[config.mk]
export PLATFORM = sky130hd
export DESIGN_NAME = pair_contact_record_table
export DESIGN_NICKNAME = d
export VERILOG_FILES = /design/src/hw/rtl/pcrt_pkg.sv /design/src/hw/rtl/pair_contact_record_table.sv
export SDC_FILE = /design/constraint.sdc
export NUM_CORES = 2
export LEC_CHECK = 0
export BUFFER_PORTS_ARGS = -buffer_cell sky130_fd_sc_hd__buf_2
export CORE_AREA = 3 3 722 437
export DETAILED_ROUTE_END_ITERATION = 12
export DIE_AREA = 0 0 725 440
export PLACE_DENSITY = 0.57
export SETUP_SLACK_MARGIN = 0.05
export SLEW_MARGIN = 25
export SYNTH_ARGS = -nofsm -noshare
export SYNTH_HDL_FRONTEND = slang
export SYNTH_SLANG_ARGS = --single-unit
[constraint.sdc]
create_clock -name clk -period 7.95 [get_ports clk]
set_clock_uncertainty 0.2 [all_clocks]
set_input_delay 1.9875 -clock clk [delete_from_list [all_inputs] [get_ports clk]]
set_output_delay 1.9875 -clock clk [all_outputs]
set_load 0.02 [all_outputs]
[src/hw/rtl/pcrt_pkg.sv]
// Shared constants and types for the pair contact record table.
// Used by pair_contact_record_table; depends on nothing else.
package pcrt_pkg;

    // Table depth and derived widths
    localparam int TABLE_ENTRIES = 64;
    localparam int IDX_W         = $clog2(TABLE_ENTRIES);
    localparam int CNT_W         = $clog2(TABLE_ENTRIES + 1);

    // Field widths at the ports
    localparam int REQ_W   = 2;
    localparam int PROC_W  = 10;
    localparam int PID_W   = 31;
    localparam int INDEX_W = 6;
    localparam int COUNT_W = 7;

    // Request codes
    localparam logic [REQ_W-1:0] REQ_MATCH = 2'd0;
    localparam logic [REQ_W-1:0] REQ_CHECK = 2'd1;
    localparam logic [REQ_W-1:0] REQ_SWEEP = 2'd2;

    // One stored record: accessed mark and the two keys
    typedef struct packed {
        logic              mark;
        logic [PROC_W-1:0] proc;
        logic [PID_W-1:0]  pid;
    } entry_t;

endpackage

[src/hw/rtl/pair_contact_record_table.sv]
// Pair contact record table: ordered key table with match, check and sweep.
// Depends on pcrt_pkg (depth, widths, request codes, record type).
//
// Usage:
//   Input channel (in_valid/in_ready) carries one request word: req_type,
//   partner_proc, partner_id. Output channel (out_valid/out_ready) carries
//   one result word per request: hit, entry_index, table_full, record_count.
//   Records live in a single-port-write, registered-read memory that one
//   sequencer walks from position 0 upward, one entry per cycle, with a
//   single key comparator on the registered read data.
// Request handling, with n valid records:
//   match/check hit: the scan stops at the first matching record.
//   match/check miss: all n records are scanned (insert is written as the result finishes).
//   sweep: all n records are scanned; kept records are compacted in place as they stream.
//   unused request code: result valid right after the accepting
//   edge; table unchanged.
// Throughput: one request at a time.
// Reset: the record count clears to zero, no result is pending; the memory
//   is not cleared since only positions below the count are ever used.
// Stall: a finished result waits in the output register; a new request is
//   taken once that register is empty or is being drained in the same cycle.
module pair_contact_record_table (
    input  logic                         clk,
    input  logic                         rst_n,
    input  logic                         in_valid,
    output logic                         in_ready,
    input  logic [pcrt_pkg::REQ_W-1:0]   req_type,
    input  logic [pcrt_pkg::PROC_W-1:0]  partner_proc,
    input  logic [pcrt_pkg::PID_W-1:0]   partner_id,
    output logic                         out_valid,
    input  logic                         out_ready,
    output logic                         hit,
    output logic [pcrt_pkg::INDEX_W-1:0] entry_index,
    output logic                         table_full,
    output logic [pcrt_pkg::COUNT_W-1:0] record_count
);
    import pcrt_pkg::*;

    // Sequencer states
    localparam logic [1:0] ST_IDLE  = 2'd0;
    localparam logic [1:0] ST_SCAN  = 2'd1;
    localparam logic [1:0] ST_SWEEP = 2'd2;

    logic [1:0]       state_reg, state_next;
    logic [CNT_W-1:0] count_reg, count_next;
    logic [CNT_W-1:0] ptr_reg, ptr_next;
    logic [CNT_W-1:0] wr_reg, wr_next;
    logic             pend_valid_reg, pend_valid_next;
    logic [IDX_W-1:0] pend_idx_reg, pend_idx_next;

    // Latched request word
    logic [REQ_W-1:0]  req_reg;
    logic [PROC_W-1:0] proc_reg;
    logic [PID_W-1:0]  pid_reg;

    // Record memory
    entry_t           mem [TABLE_ENTRIES];
    entry_t           rd_q;
    logic             mem_we;
    logic [IDX_W-1:0] mem_wa;
    entry_t           mem_wd;
    logic [IDX_W-1:0] mem_ra;

    // Result register
    logic               out_valid_reg;
    logic               hit_reg;
    logic [INDEX_W-1:0] index_reg;
    logic               full_reg;
    logic [COUNT_W-1:0] count_out_reg;

    // Finish strobe and result fields from the sequencer
    logic             fin;
    logic             fin_hit;
    logic [IDX_W-1:0] fin_idx;
    logic             fin_full;

    logic             in_fire;
    logic             issue;
    logic             key_match;
    logic [CNT_W-1:0] wr_inc;

    assign in_ready  = (state_reg == ST_IDLE) && (!out_valid_reg || out_ready);
    assign in_fire   = in_valid && in_ready;
    assign issue     = (ptr_reg != count_reg);
    assign mem_ra    = ptr_reg[IDX_W-1:0];
    assign key_match = pend_valid_reg && (rd_q.proc == proc_reg) && (rd_q.pid == pid_reg);
    assign wr_inc    = CNT_W'(wr_reg + 1'b1);

    // Memory: one write port, one registered read port
    always_ff @(posedge clk)
    begin
        if (mem_we)
        begin
            mem[mem_wa] <= mem_wd;
        end
        rd_q <= mem[mem_ra];
    end

    // Sequencer: walk the table one entry per cycle
    always_comb
    begin
        state_next      = state_reg;
        count_next      = count_reg;
        ptr_next        = ptr_reg;
        wr_next         = wr_reg;
        pend_valid_next = pend_valid_reg;
        pend_idx_next   = pend_idx_reg;
        mem_we          = 1'b0;
        mem_wa          = pend_idx_reg;
        mem_wd          = rd_q;
        fin             = 1'b0;
        fin_hit         = 1'b0;
        fin_idx         = '0;
        fin_full        = 1'b0;

        unique case (state_reg)
            ST_IDLE:
            begin
                if (in_fire)
                begin
                    ptr_next        = '0;
                    wr_next         = '0;
                    pend_valid_next = 1'b0;
                    case (req_type) inside
                        REQ_MATCH, REQ_CHECK: state_next = ST_SCAN;
                        REQ_SWEEP:            state_next = ST_SWEEP;
                        default:              fin = 1'b1;
                    endcase
                end
            end

            ST_SCAN:
            begin
                pend_valid_next = issue;
                pend_idx_next   = ptr_reg[IDX_W-1:0];
                if (issue)
                begin
                    ptr_next = CNT_W'(ptr_reg + 1'b1);
                end
                if (key_match)
                begin
                    // first matching record: report it, mark it on a match request
                    fin        = 1'b1;
                    fin_hit    = 1'b1;
                    fin_idx    = pend_idx_reg;
                    state_next = ST_IDLE;
                    if (req_reg == REQ_MATCH)
                    begin
                        mem_we = 1'b1;
                        mem_wa = pend_idx_reg;
                        mem_wd = '{mark: 1'b1, proc: proc_reg, pid: pid_reg};
                    end
                end
                else if (!issue)
                begin
                    // no record matched
                    fin        = 1'b1;
                    state_next = ST_IDLE;
                    if (req_reg == REQ_MATCH)
                    begin
                        if (count_reg == CNT_W'(TABLE_ENTRIES))
                        begin
                            fin_full = 1'b1;
                        end
                        else
                        begin
                            mem_we     = 1'b1;
                            mem_wa     = count_reg[IDX_W-1:0];
                            mem_wd     = '{mark: 1'b1, proc: proc_reg, pid: pid_reg};
                            fin_idx    = count_reg[IDX_W-1:0];
                            count_next = CNT_W'(count_reg + 1'b1);
                        end
                    end
                end
            end

            ST_SWEEP:
            begin
                pend_valid_next = issue;
                pend_idx_next   = ptr_reg[IDX_W-1:0];
                if (issue)
                begin
                    ptr_next = CNT_W'(ptr_reg + 1'b1);
                end
                // keep marked records, packed down with marks cleared
                if (pend_valid_reg && rd_q.mark)
                begin
                    mem_we  = 1'b1;
                    mem_wa  = wr_reg[IDX_W-1:0];
                    mem_wd  = '{mark: 1'b0, proc: rd_q.proc, pid: rd_q.pid};
                    wr_next = wr_inc;
                end
                if (!issue)
                begin
                    fin        = 1'b1;
                    count_next = wr_next;
                    state_next = ST_IDLE;
                end
            end

            default:
            begin
                state_next = ST_IDLE;
            end
        endcase
    end

    // Control registers
    always_ff @(posedge clk or negedge rst_n)
    begin
        if (!rst_n)
        begin
            state_reg      <= ST_IDLE;
            count_reg      <= '0;
            ptr_reg        <= '0;
            wr_reg         <= '0;
            pend_valid_reg <= 1'b0;
            out_valid_reg  <= 1'b0;
        end
        else
        begin
            state_reg      <= state_next;
            count_reg      <= count_next;
            ptr_reg        <= ptr_next;
            wr_reg         <= wr_next;
            pend_valid_reg <= pend_valid_next;
            if (fin)
            begin
                out_valid_reg <= 1'b1;
            end
            else if (out_ready)
            begin
                out_valid_reg <= 1'b0;
            end
        end
    end

    // Payload registers: request latch, scan index, result word
    always_ff @(posedge clk)
    begin
        pend_idx_reg <= pend_idx_next;
        if (in_fire)
        begin
            req_reg  <= req_type;
            proc_reg <= partner_proc;
            pid_reg  <= partner_id;
        end
        if (fin)
        begin
            hit_reg       <= fin_hit;
            index_reg     <= INDEX_W'(fin_idx);
            full_reg      <= fin_full;
            count_out_reg <= COUNT_W'(count_next);
        end
    end

    assign out_valid    = out_valid_reg;
    assign hit          = hit_reg;
    assign entry_index  = index_reg;
    assign table_full   = full_reg;
    assign record_count = count_out_reg;

    // Checks
    a_count_bound: assert property (@(posedge clk) disable iff (!rst_n)
        count_reg <= CNT_W'(TABLE_ENTRIES))
        else $error("record count beyond table depth");

    a_sweep_order: assert property (@(posedge clk) disable iff (!rst_n)
        (state_reg == ST_SWEEP) |-> (wr_reg <= ptr_reg))
        else $error("sweep write position passed read position");

    a_count_report: assert property (@(posedge clk) disable iff (!rst_n)
        (out_valid_reg && (state_reg == ST_IDLE)) |-> (count_out_reg == COUNT_W'(count_reg)))
        else $error("reported record count disagrees with table");

    a_full_no_hit: assert property (@(posedge clk) disable iff (!rst_n)
        (fin && fin_full) |-> (!fin_hit && (req_reg == REQ_MATCH)))
        else $error("table full flagged outside a missed match");

    a_no_overwrite: assert property (@(posedge clk) disable iff (!rst_n)
        fin |-> (!out_valid_reg || out_ready))
        else $error("result finished while output register still held");

endmodule
==> summary.md <==
| Metric | Value |
|---|---|
| Post-DP HPWL | `167,000 µm` |
| #FFs+latches synth | `2,819` |
| Initial core utilization | `35.0%` |
| Hold Crit Class | `reg -> reg` |
| Global route hottest layer | `met1` |
| Dpl cells | `8,627` |
| Final Instance Count excl. Fillers | `9,088` |
| GPL Wtd Cong | `0.887` |
| Final setup TNS | `0 ps` |
| Mapped Cells | `4,475` |
| H-tree levels | `4` |
| Status | `finished, final reports clean` |
| Port Buffers | `63` |
| Mean Syn Cell Area | `24.2 µm²` |
| ANT nets after route | `0` |
| Max VDD drop | `331 µV` |
| Yosys warning total | `0` |
| Overflow after GRT | `0` |
| Syn Nets | `4,531` |
| Largest register FFs | `2,688` |
| Count of final setup violators | `0` |
| Yosys cell types | `72` |
| I/O pin count | `64` |
| Pre-Repair DR Iteration Count | `6` |
| Root Buffer | `clkbuf_16` |
| Final nets | `4,766` |
| Final wirelength | `292,000 µm` |
| Startpoint Class | `register` |
| Final min period | `5780 ps` |
| Hold Violations, Final | `0` |
| Cell area after placement | `115,000 µm²` |
| Worst Setup Slack, final | `2170 ps` |
| Largest net degree at the start of global routing | `128` |
| Filler cells | `27,000` |
| Via Count | `51,000` |
| Vias/cell | `5.61` |
| CTS Sinks | `2,819` |
| 1st-iter DRT viols | `7,296` |
| Max-Cap Viols | `0` |
| First-pass GRT wire length | `406,000 µm` |
| Async SR Flop Fraction | `0.887%` |
| Worst slew pin tran | `1130 ps` |
| R2r setup slk | `2170 ps` |
| Reg area | `84,100 µm²` |
| Layout cells sized above 1 | `31.9%` |
| Sequential area share after synthesis | `77.7%` |
| Crit Path Category | `reg -> reg` |
| GR Layer Usage met1 | `28.6%` |
| Clock slew at the register clock pins of the worst setup and hold paths | `70 ps` |
| Ys flop type | `edfxtp_1` |
| EDFF count, synth | `2,752` |
| Crit. End Element | `register` |
| Fraction of the cycle the final worst path needs | `72.8%` |
| CTS tree | `built` |
| Multi-input gate area in the final layout | `23,600 µm²` |
| GRT Total Usage | `18.0%` |
| Most frequent cells in the layout | `edfxtp_1, mux4_2, clkbuf_16` |
| Crit-path max FO | `27` |
| Mapped Area | `108,000 µm²` |
| Antenna violations before repair | `49` |
| Achievable Freq | `173 MHz` |
| Slew headroom | `24.9%` |
| Met3 Track Usage GR | `4.76%` |
| Grt met2 use | `24.7%` |
| Post-Place Worst Slack | `2200 ps` |
| Final instance area | `123,000 µm²` |
| Post_cts resized | `0` |
| Die width | `725 µm` |
| Full die area | `319,000 µm²` |
| Row Count | `158` |
| Number of global-route vias before repair | `49,700` |
| Core region area | `309,000 µm²` |
| Num CTS Buffers | `238` |
| Power Density | `343 nW/µm²` |
| Routed len/inst | `32.2 µm` |
| Synth-to-layout area growth | `13.4%` |
| CP required | `8230 ps` |
| Die H | `440 µm` |
| Postcts setup bufs | `0` |
| Slew Viols, Final | `0` |
| Leakage power | `36.4 nW` |
| Hold Buf Count CTS | `0` |
| CTS max path bufs | `4` |
| RSZ-0062 raised after global routing | `false` |
| Commonest non-fill, non-tap cell in the layout | `edfxtp_1` |
| WP data arrival | `6070 ps` |
| Clk_lat worst skew | `890 ps` |
| DRC Markers | `0` |
[cells by family after synthesis]
kind of cell | Yosys count | share of synthesized area, %
DFF | 2819 | 77.7
and+or+nand+nor | 282 | 1.34
AOI/OAI and AO/OA | 161 | 1.09
muxes | 900 | 18.4
adders and majority gates | 9 | 0.104
xor gates and xnor gates | 49 | 0.397
buffers and inverters | 255 | 0.949
[power breakdown]
part | switching [W] | internal (W)
registers | 0.000238 | 0.0201
clock network | 0.00529 | 0.00641
logic | 0.00724 | 0.00270
total | 0.0128 | 0.0293
[critical path: stages, from the launching register on]
cell	delay (ps)
edfxtp_1	400
xnor2_1	270
nand4_1	240
or4_4	650
nor4_2	880
nor4_1	110
a311oi_1	560
nand2b_2	710
nor2_4	800
buf_4	530
[metal layers]
| layer | vias to the layer above | wire length, µm |
|---|---|---|
| met5 | - | 52 |
| met4 | 8 | 6770 |
| met3 | 357 | 32300 |
| met2 | 2638 | 122000 |
| met1 | 28200 | 131000 |
| li1 | 19800 | - |
[final cells by class]
type | count | area share (%)
Clock buffer | 292 | 5.07
Clock inverter | 139 | 1.10
Multi-Input combinational cell | 1401 | 19.2
Timing Repair Buffer | 235 | 1.72
Sequential cell | 2819 | 68.6
Inverter | 15 | 0.0459
Antenna cell | 27 | 0.0551
Tap cell | 4160 | 4.24
[final timing paths]
| check | depth (start not counted) | startpoint | endpoint |
|---|---|---|---|
| max reg2reg | 9 | pid_reg[11] | mem[28][8] |
| max in group asynchronous | 1 | rst_n | ptr_reg[1] |
| min reg2reg | 2 | wr_reg[6] | wr_reg[6] |
| max | 9 | pid_reg[11] | mem[28][8] |
| min | 2 | wr_reg[6] | wr_reg[6] |
| min in group asynchronous | 1 | rst_n | out_valid |
[cell usage after synthesis (all sizes together), types with 8 or more instances]
master  count  share of area (%)
a21oi      26               0.13
a22o       45               0.36
and3        8              0.046
buf        95               0.39
clkbuf    145               0.50
dfrtp      25               0.58
dfxtp      42               0.78
edfxtp   2752                 76
ha          9               0.10
inv        15              0.052
mux2       14               0.15
mux2i      17               0.16
mux4      869                 18
nand2      82               0.29
nand2b     18               0.11
nand3      25               0.13
nand4      21               0.13
nor2       71               0.27
nor3       32               0.20
o21ai      44               0.20
xnor2      33               0.27
xor2       16               0.13
[stage by stage]
stage	utilization, %	power (W)	hold WS [ps]
CTS	39.7	0.0422	325
detailed placement	37.2	0.0306	304
floorplan	-	0.0261	223
finish	39.7	0.0420	320
global route	39.7	0.0435	388
global placement	37.2	0.0303	286
Note: power is estimated with default switching activity, not from simulation.
